[src/rtl/key_matrix_debounce_scanner_unit_defines.svh]
// ---------------------------------------------------------------------------
// key matrix debounce scanner: assertion macros
// shared clocking and reset gating for concurrent checks
// ---------------------------------------------------------------------------
`ifndef KEY_MATRIX_DEBOUNCE_SCANNER_UNIT_DEFINES_SVH
`define KEY_MATRIX_DEBOUNCE_SCANNER_UNIT_DEFINES_SVH

// same-cycle implication, checked on every rising clock edge out of reset
`define KMDS_ASSERT_IMPL(label, ante, cons, msg) \
  label: assert property (@(posedge clk_i) disable iff (!rst_ni) (ante) |-> (cons)) \
    else $error(msg);

// next-cycle implication
`define KMDS_ASSERT_NEXT(label, ante, cons, msg) \
  label: assert property (@(posedge clk_i) disable iff (!rst_ni) (ante) |=> (cons)) \
    else $error(msg);

`endif

[src/rtl/kmds_pkg.sv]
// ---------------------------------------------------------------------------
// kmds_pkg
// shared widths, constants and row state types of the key matrix scanner
// ---------------------------------------------------------------------------
package kmds_pkg;

  localparam int KeyRows = 8;
  localparam int RowW    = 3;
  localparam int ColW    = 8;
  localparam int CntW    = 4;
  localparam int CodeW   = 7;
  localparam int ColIdxW = 3;

  localparam logic [CntW-1:0] DebounceReset = 4'd3;

  // per-row state word held in the state memory
  typedef struct packed {
    logic [ColW-1:0] stable;
    logic [ColW-1:0] cand;
    logic [CntW-1:0] count;
  } row_state_t;

  // result of one row update
  typedef struct packed {
    logic             event_valid;
    logic [CodeW-1:0] key_code;
    logic [ColW-1:0]  stable_row;
  } row_result_t;

endpackage

[src/rtl/kmds_if.sv]
// ---------------------------------------------------------------------------
// kmds interfaces
// valid/ready channels for scanned rows and key events
// ---------------------------------------------------------------------------
interface kmds_in_if;
  logic                       valid;
  logic                       ready;
  logic [kmds_pkg::RowW-1:0]  row_index;
  logic [kmds_pkg::ColW-1:0]  column_bits;
  logic                       receiver_ready;

  modport source (output valid, row_index, column_bits, receiver_ready, input ready);
  modport sink   (input valid, row_index, column_bits, receiver_ready, output ready);
endinterface

interface kmds_out_if;
  logic                       valid;
  logic                       ready;
  logic                       event_valid;
  logic [kmds_pkg::CodeW-1:0] key_code;
  logic [kmds_pkg::ColW-1:0]  stable_row;

  modport source (output valid, event_valid, key_code, stable_row, input ready);
  modport sink   (input valid, event_valid, key_code, stable_row, output ready);
endinterface

[src/rtl/kmds_ram.sv]
// ---------------------------------------------------------------------------
// kmds_ram
// generic single-write, single-read ram with registered read data
// ---------------------------------------------------------------------------
module kmds_ram #(
  parameter int Width = 8,
  parameter int Depth = 8,
  localparam int AddrW = (Depth > 1) ? $clog2(Depth) : 1
) (
  input  logic             clk_i,
  input  logic             we_i,
  input  logic [AddrW-1:0] waddr_i,
  input  logic [Width-1:0] wdata_i,
  input  logic             re_i,
  input  logic [AddrW-1:0] raddr_i,
  output logic [Width-1:0] rdata_o
);

  logic [Width-1:0] mem_q [Depth];
  logic [Width-1:0] rdata_q;

  always_ff @(posedge clk_i) begin
    if (we_i) begin
      mem_q[waddr_i] <= wdata_i;
    end
    if (re_i) begin
      rdata_q <= mem_q[raddr_i];
    end
  end

  assign rdata_o = rdata_q;

endmodule

[src/rtl/kmds_row_update.sv]
// ---------------------------------------------------------------------------
// kmds_row_update
// debounce step for one row and lowest new press encoder
// ---------------------------------------------------------------------------
module kmds_row_update (
  input  logic [kmds_pkg::RowW-1:0] row_i,
  input  logic [kmds_pkg::ColW-1:0] sample_i,
  input  logic                      rcv_ready_i,
  input  logic [kmds_pkg::CntW-1:0] reload_i,
  input  kmds_pkg::row_state_t      cur_i,
  output kmds_pkg::row_state_t      nxt_o,
  output kmds_pkg::row_result_t     res_o
);

  logic [kmds_pkg::ColW-1:0]    pressed;
  logic [kmds_pkg::ColIdxW-1:0] col;

  // lowest set bit of the new presses
  always_comb begin
    col = '0;
    for (int i = kmds_pkg::ColW - 1; i >= 0; i--) begin
      if (pressed[i]) begin
        col = kmds_pkg::ColIdxW'(i);
      end
    end
  end

  always_comb begin
    nxt_o   = cur_i;
    pressed = '0;
    res_o   = '0;
    if (sample_i == cur_i.stable) begin
      nxt_o.cand = sample_i;
    end else if (sample_i != cur_i.cand) begin
      nxt_o.cand  = sample_i;
      nxt_o.count = reload_i;
    end else if (cur_i.count != '0) begin
      nxt_o.count = cur_i.count - 1'b1;
    end else begin
      nxt_o.stable = sample_i;
      pressed      = sample_i & ~cur_i.stable;
    end
    if (pressed != '0 && rcv_ready_i) begin
      res_o.event_valid = 1'b1;
      res_o.key_code    = {row_i, 1'b0, col};
    end
    res_o.stable_row = nxt_o.stable;
  end

endmodule

[src/rtl/key_matrix_debounce_scanner_unit.sv]
// ---------------------------------------------------------------------------
// key_matrix_debounce_scanner_unit
// debounces scanned key matrix rows and reports the lowest new key press
// ---------------------------------------------------------------------------
// path: an accepted word is registered in stage 1, then in the output register
// throughput: one row word per cycle while the output is not stalled, set by the single read and write
//   port of the row state ram (read at accept, modify and write back as the word leaves stage 1)
// reset: row valid flags clear at once so every row reads as all zero state,
//   debounce reload returns to 3, no clearing pass is needed
`include "key_matrix_debounce_scanner_unit_defines.svh"

module key_matrix_debounce_scanner_unit #(
  parameter int KeyRows = kmds_pkg::KeyRows
) (
  input  logic                      clk_i,
  input  logic                      rst_ni,
  kmds_in_if.sink                   in_i,
  kmds_out_if.source                out_o,
  input  logic                      cfg_we_i,
  input  logic [kmds_pkg::CntW-1:0] cfg_wdata_i
);

  localparam int AddrW = (KeyRows > 1) ? $clog2(KeyRows) : 1;
  localparam int StW   = $bits(kmds_pkg::row_state_t);

  // debounce reload register
  logic [kmds_pkg::CntW-1:0] deb_q;

  // per-row valid flags: a row never written reads as zero state
  logic [KeyRows-1:0] row_vld_q;

  // pipeline control
  logic s1_valid_q;
  logic s1_adv;
  logic out_valid_q;
  logic in_fire;

  // stage 1 payload
  logic [kmds_pkg::RowW-1:0] s1_row_q;
  logic [kmds_pkg::ColW-1:0] s1_cols_q;
  logic                      s1_rcv_q;
  logic                      s1_inrange_q;
  logic                      s1_entry_vld_q;

  // forwarding of a write that lands on the row being read
  logic                 byp_hit_q;
  kmds_pkg::row_state_t byp_data_q;

  // ram ports
  logic                 in_range;
  logic [AddrW-1:0]     rd_addr;
  logic [AddrW-1:0]     wr_addr;
  logic                 wr_en;
  logic [StW-1:0]       ram_rdata;
  kmds_pkg::row_state_t cur_state;
  kmds_pkg::row_state_t nxt_state;
  kmds_pkg::row_result_t upd_res;

  // output register
  kmds_pkg::row_result_t out_q;

  // ------------------------------------------------------------------------
  // configuration
  // ------------------------------------------------------------------------
  always_ff @(posedge clk_i or negedge rst_ni) begin
    if (!rst_ni) begin
      deb_q <= kmds_pkg::DebounceReset;
    end else if (cfg_we_i) begin
      deb_q <= cfg_wdata_i;
    end
  end

  // ------------------------------------------------------------------------
  // handshake: stage 1 moves on when the output register is free or drains
  // ------------------------------------------------------------------------
  assign s1_adv    = s1_valid_q && (!out_valid_q || out_o.ready);
  assign in_i.ready = !s1_valid_q || s1_adv;
  assign in_fire   = in_i.valid && in_i.ready;

  // rows past the matrix leave the state alone
  assign in_range = {1'b0, in_i.row_index} < (kmds_pkg::RowW + 1)'(KeyRows);
  assign rd_addr  = in_range ? AddrW'(in_i.row_index) : '0;
  assign wr_addr  = AddrW'(s1_row_q);
  assign wr_en    = s1_adv && s1_inrange_q;

  // ------------------------------------------------------------------------
  // row state memory
  // ------------------------------------------------------------------------
  kmds_ram #(
    .Width (StW),
    .Depth (KeyRows)
  ) u_state_ram (
    .clk_i   (clk_i),
    .we_i    (wr_en),
    .waddr_i (wr_addr),
    .wdata_i (nxt_state),
    .re_i    (in_fire),
    .raddr_i (rd_addr),
    .rdata_o (ram_rdata)
  );

  // ------------------------------------------------------------------------
  // stage 1 capture; read data and bypass hold while stalled
  // ------------------------------------------------------------------------
  always_ff @(posedge clk_i or negedge rst_ni) begin
    if (!rst_ni) begin
      s1_valid_q <= 1'b0;
      byp_hit_q  <= 1'b0;
    end else begin
      if (in_fire) begin
        s1_valid_q <= 1'b1;
        byp_hit_q  <= wr_en && (wr_addr == rd_addr);
      end else if (s1_adv) begin
        s1_valid_q <= 1'b0;
      end
    end
  end

  always_ff @(posedge clk_i) begin
    if (in_fire) begin
      s1_row_q       <= in_i.row_index;
      s1_cols_q      <= in_i.column_bits;
      s1_rcv_q       <= in_i.receiver_ready;
      s1_inrange_q   <= in_range;
      s1_entry_vld_q <= row_vld_q[rd_addr];
      byp_data_q     <= nxt_state;
    end
  end

  always_ff @(posedge clk_i or negedge rst_ni) begin
    if (!rst_ni) begin
      row_vld_q <= '0;
    end else if (wr_en) begin
      row_vld_q[wr_addr] <= 1'b1;
    end
  end

  // current row state: forwarded write, stored word, or zero for a fresh row
  always_comb begin
    if (byp_hit_q) begin
      cur_state = byp_data_q;
    end else if (s1_entry_vld_q) begin
      cur_state = kmds_pkg::row_state_t'(ram_rdata);
    end else begin
      cur_state = '0;
    end
  end

  kmds_row_update u_update (
    .row_i       (s1_row_q),
    .sample_i    (s1_cols_q),
    .rcv_ready_i (s1_rcv_q),
    .reload_i    (deb_q),
    .cur_i       (cur_state),
    .nxt_o       (nxt_state),
    .res_o       (upd_res)
  );

  // ------------------------------------------------------------------------
  // output register
  // ------------------------------------------------------------------------
  always_ff @(posedge clk_i or negedge rst_ni) begin
    if (!rst_ni) begin
      out_valid_q <= 1'b0;
    end else if (s1_adv) begin
      out_valid_q <= 1'b1;
    end else if (out_o.ready) begin
      out_valid_q <= 1'b0;
    end
  end

  always_ff @(posedge clk_i) begin
    if (s1_adv) begin
      out_q <= s1_inrange_q ? upd_res : '0;
    end
  end

  assign out_o.valid       = out_valid_q;
  assign out_o.event_valid = out_q.event_valid;
  assign out_o.key_code    = out_q.key_code;
  assign out_o.stable_row  = out_q.stable_row;

  // ------------------------------------------------------------------------
  // checks
  // ------------------------------------------------------------------------
  `KMDS_ASSERT_IMPL(a_event_key_stable, out_valid_q && out_q.event_valid, out_q.stable_row[out_q.key_code[2:0]], "reported key not in stable row")
  `KMDS_ASSERT_IMPL(a_event_row_range, out_valid_q && out_q.event_valid, {1'b0, out_q.key_code[6:4]} < (kmds_pkg::RowW + 1)'(KeyRows), "event from row outside matrix")
  `KMDS_ASSERT_IMPL(a_no_event_zero_code, out_valid_q && !out_q.event_valid, out_q.key_code == '0, "key code set without event")
  `KMDS_ASSERT_IMPL(a_stall_only_full, !in_i.ready, s1_valid_q && out_valid_q && !out_o.ready, "input stalled with free pipeline")
  `KMDS_ASSERT_NEXT(a_write_sets_valid, wr_en, row_vld_q[$past(wr_addr)], "written row not marked valid")

endmodule
[src/flat_wrapper.sv]
// flat-port wrapper written by rule: the top's interface ports become plain ports
module key_matrix_debounce_scanner_unit_flat 
#(
  parameter int KeyRows = kmds_pkg::KeyRows
)
  (clk_i, rst_ni, cfg_we_i, cfg_wdata_i, in_i_valid, in_i_row_index, in_i_column_bits, in_i_receiver_ready, in_i_ready, out_o_valid, out_o_event_valid, out_o_key_code, out_o_stable_row, out_o_ready);
  kmds_in_if in_i_i ();
  kmds_out_if out_o_i ();
  input  logic clk_i;
  input  logic rst_ni;
  input  logic cfg_we_i;
  input  logic [kmds_pkg::CntW-1:0] cfg_wdata_i;
  input wire logic [$bits(in_i_i.valid)-1:0] in_i_valid;
  input wire logic [$bits(in_i_i.row_index)-1:0] in_i_row_index;
  input wire logic [$bits(in_i_i.column_bits)-1:0] in_i_column_bits;
  input wire logic [$bits(in_i_i.receiver_ready)-1:0] in_i_receiver_ready;
  output wire logic [$bits(in_i_i.ready)-1:0] in_i_ready;
  output wire logic [$bits(out_o_i.valid)-1:0] out_o_valid;
  output wire logic [$bits(out_o_i.event_valid)-1:0] out_o_event_valid;
  output wire logic [$bits(out_o_i.key_code)-1:0] out_o_key_code;
  output wire logic [$bits(out_o_i.stable_row)-1:0] out_o_stable_row;
  input wire logic [$bits(out_o_i.ready)-1:0] out_o_ready;
  assign in_i_i.valid = in_i_valid;
  assign in_i_i.row_index = in_i_row_index;
  assign in_i_i.column_bits = in_i_column_bits;
  assign in_i_i.receiver_ready = in_i_receiver_ready;
  assign in_i_ready = in_i_i.ready;
  assign out_o_valid = out_o_i.valid;
  assign out_o_event_valid = out_o_i.event_valid;
  assign out_o_key_code = out_o_i.key_code;
  assign out_o_stable_row = out_o_i.stable_row;
  assign out_o_i.ready = out_o_ready;
  key_matrix_debounce_scanner_unit #(.KeyRows(KeyRows)) u_core (.clk_i(clk_i), .rst_ni(rst_ni), .in_i(in_i_i), .out_o(out_o_i), .cfg_we_i(cfg_we_i), .cfg_wdata_i(cfg_wdata_i));
endmodule
[config.mk]
export PLATFORM = sky130hd
export DESIGN_NAME = key_matrix_debounce_scanner_unit_flat
export DESIGN_NICKNAME = d
export VERILOG_FILES = /design/src/rtl/kmds_pkg.sv /design/src/rtl/kmds_if.sv /design/src/rtl/kmds_ram.sv /design/src/rtl/kmds_row_update.sv /design/src/rtl/key_matrix_debounce_scanner_unit.sv /design/src/flat_wrapper.sv
export VERILOG_INCLUDE_DIRS = /design/src /design/src/rtl
export SDC_FILE = /design/constraint.sdc
export NUM_CORES = 1
export LEC_CHECK = 0
export BUFFER_PORTS_ARGS = -buffer_cell sky130_fd_sc_hd__buf_2
export CAP_MARGIN = 5
export CORE_UTILIZATION = 30
export CTS_CLUSTER_SIZE = 20
export DETAILED_ROUTE_END_ITERATION = 8
export SLEW_MARGIN = 40
export SYNTH_ARGS = -nofsm -noshare
export SYNTH_HDL_FRONTEND = slang
export SYNTH_HIERARCHICAL = 1
export SYNTH_SLANG_ARGS = --single-unit
[constraint.sdc]
create_clock -name clk_i -period 8.47 [get_ports clk_i]
set_input_delay 1.694 -clock clk_i [delete_from_list [all_inputs] [get_ports clk_i]]
set_output_delay 1.694 -clock clk_i [all_outputs]
set_load 0.1 [all_outputs]
==> flow_summary.yaml <==
synth:
  syn-instance-count: 497
  synth.avg_cell_area_um2: 20.1
  yosysWarnings: 6
  syn_nets: 528
  synth_flop_cell: "edfxtp_1"
  synth_area_um2: 9970
  synth_xor_area_share_pct: 0.967
  synth_top_family_by_area: "multiplexers"
  ys_ff_latch: 244
  ys_seq_area_share_pct: 72.8
  async_flop_share_pct: 6.15
  synthAdderAreaFrac_pct: 1.26
  synthSimpleGateAreaFrac_pct: 3.73
  synth_compound_area_share_pct: 3.79
  synth_edf_count: 229
  muxShareOfSynthArea_pct: 14.8
  post_synth_num_cell_types: 45
worst_setup_path:
  critPathCaptureType: "output port"
  critical_path_required_ns: 6.78
  slowest_stage: "buf_2"
  worst_path_most_repeated_cell: "buf_2"
  r2r_cells: 8
  critPathArrivalTime_ns: 2.39
  crit_type: "in -> out"
  cp_cell_sequence: "buf_2 > nand3b_1 > buf_2"
  critPathMaxStageDelay_ns: 0.45
  cp-start-kind: "primary input"
  cp_max_fo: 3
routing:
  drc: 0
  vias_per_cell: 4.84
  drt-pass1-iter-count: 5
  vias: 4849
  drt_iter0_markers: 450
  wl_mm: 19.8
  ant_nets: 0
  post_drt_wl_per_cell_um: 19.8
placed_design:
  gp_routability_congestion: 0.791
  dp_hpwl_mm: 11.1
  io_buffers: 38
sta:
  fin_crit_sh_pct: 48.2
  clock_skew_ns: 0.0109
  hold_viol: 0
  maxSlewHeadroom_pct: 45.8
  setup_viol: 0
  fmax_ghz: 0.245
  rsz0062_at_grt: "false"
  final_max_slew_viol_count: 0
  fin_tns_setup_ns: 0
  final.min_clock_period_ns: 4.08
  worst_pin_slew_ns: 0.813
floorplanning:
  die_w_um: 184
  fp.dieArea_um2: 34000
  rows: 66
  dieHeight_um: 184
  coreArea_um2: 32600
  num_io_pins: 39
  start_util_pct: 30.6
global_routing:
  first_global_vias: 4884
  grt_pass1_wl_mm: 30.1
  antenna_found_initial: 0
  grt_usage_pct: 11.9
  grt_max_degree: 54
  overflow: 0
layout:
  drive_gt1_share_pct: 22.7
  area_growth_pct: 14.9
  antenna_cells: 0
  nets: 571
clock_tree:
  cts_sinks: 244
  cts.path.max_buffers: 3
  cts_made_buffers: 25
  cts-resized-gates: 0
  worst_skew_pair.late_latency_ns: 0.52
  cts-root-buf: "clkbuf_16"
  ctsHoldBuffers: 0
  cts_tree: "done"
  postCtsSetupRepairBufs: 0
  htreeDepth: 1
  cts.clk_slew.worst_paths_ns: 0.06
pwr:
  p_per_area_nw_per_um2: 242
  ir_drop_mv: 0.168
  total_power_mw: 2.78
  p_leak_nw: 3.96
hold_path:
  hold_depth: 1
  hold_class: "reg -> reg"
status:
  outcome: "completed"
job:
  cap_violations: 0
[cell usage in the layout, fill, tap and decap left out, types with 6 or more instances in the layout]
master,instances
clkbuf_16,25
nor2_2,6
inv_1,16
and4_1,6
nand2_1,13
buf_2,37
clkbuf_1,8
edfxtp_1,229
a22o_1,19
and2_1,6
dfrtp_1,12
ha_1,10
mux2_1,8
xor2_1,11
mux2_2,25
mux4_1,42
buf_4,13
[state kept, by name, indices dropped and copies added, names as in the netlist]
name                        cells
u_core/s1_entry_vld_q           1
u_core/s1_cols_q                8
u_core/byp_hit_q                1
u_core/s1_row_q                 3
u_core/out_o.event_valid        1
u_core/row_vld_q                8
u_core/deb_q                    4
u_core/out_o.valid              1
u_core/s1_valid_q               1
u_core/out_o.stable_row         8
u_core/byp_data_q              20
u_core/u_state_ram/mem_q      160
u_core/s1_rcv_q                 1
u_core/out_o.key_code           7
u_core/u_state_ram/rdata_o     20
[synth_stat cells, types with 8 or more instances]
cell type  count  share of area, %
edfxtp_1     229                69
dfrtp_1       13               3.3
xor2_1        11              0.97
ha_1          10               1.3
buf_4         10              0.75
a22o_1        19               1.7
mux2_1         8              0.90
inv_1         17              0.64
nand2_1       13              0.49
nor2_1        11              0.41
mux4_1        42                11
mux2_2        25               2.8
clkbuf_1      15              0.56
[layout make-up]
class,count,area (um2)
Fill cell,2996,21200
Tap cell,442,553
Sequential cell,244,7260
Timing Repair Buffer,50,283
Multi-Input combinational cell,202,2470
Inverter,17,63.8
Clock inverter,10,128
Clock buffer,36,697
[path summary, 6_finish.rpt]
check | endpoint | from | slack (ns)
worst max register to register | u_core/u_state_ram/mem_q[5][17] | u_core/byp_hit_q | 4.83
max in group asynchronous | u_core/deb_q[0] | rst_ni | 7.10
worst min register to register | u_core/row_vld_q[4] | u_core/row_vld_q[4] | 0.47
worst max-delay path | in_i_ready | out_o_ready | 4.39
worst min-delay path | u_core/row_vld_q[4] | u_core/row_vld_q[4] | 0.47
min in group asynchronous | u_core/deb_q[3] | rst_ni | 1.07
[where the power goes]
| group | switching (mW) | internal [mW] | total [mW] |
|---|---|---|---|
| Clock | 0.429 | 0.662 | 1.09 |
| Sequential | 0.0315 | 1.40 | 1.43 |
| Combinational | 0.173 | 0.0818 | 0.255 |
[cells by family (layout without fill, tap and decap cells)]
group,count (synthesis),count (layout)
multiplexers,75,75
flip-flops,244,244
AO/OA/AOI/OAI,44,44
XOR/XNOR,11,11
adder cells (fa/ha/maj),10,10
AND/OR/NAND/NOR,61,61
buffers and inverters,51,113
other,1,1
[worst max-delay path: cells and delay by family]
| family | cells | cell delay [ns] |
|---|---|---|
| buffers and inverters | 2 | 0.54 |
| and+or+nand+nor | 1 | 0.15 |
[metal layers]
layer  up-vias  global-route usage (%)  wire (um)  part of all wire, %
met1      2515                    17.2       9520                   48
met2       167                    18.3       8890                   45
met4         0                    3.27        386                  1.9
met3        31                    2.02       1040                  5.3
li1       2136                       -          -                    -
met5         -                       0          0                    0
[stage by stage]
| stage | hold WS [ns] | instance area (um2) | setup WS, ns | utilization [%] | instances |
|---|---|---|---|---|---|
| detailed placement | 0.464 | 10600 | 4.39 | 32.6 | 955 |
| global route | 0.492 | 11500 | 4.33 | 35.1 | 1001 |
| floorplan | 0.428 | 9970 | 3.83 | - | 497 |
| CTS | 0.478 | 11500 | 4.38 | 35.1 | 1001 |
| finish | 0.471 | 11500 | 4.39 | 35.1 | 1001 |
| global placement | 0.442 | 10600 | 4.43 | 32.6 | 955 |
No activity file was read; power rests on OpenSTA's default activity.
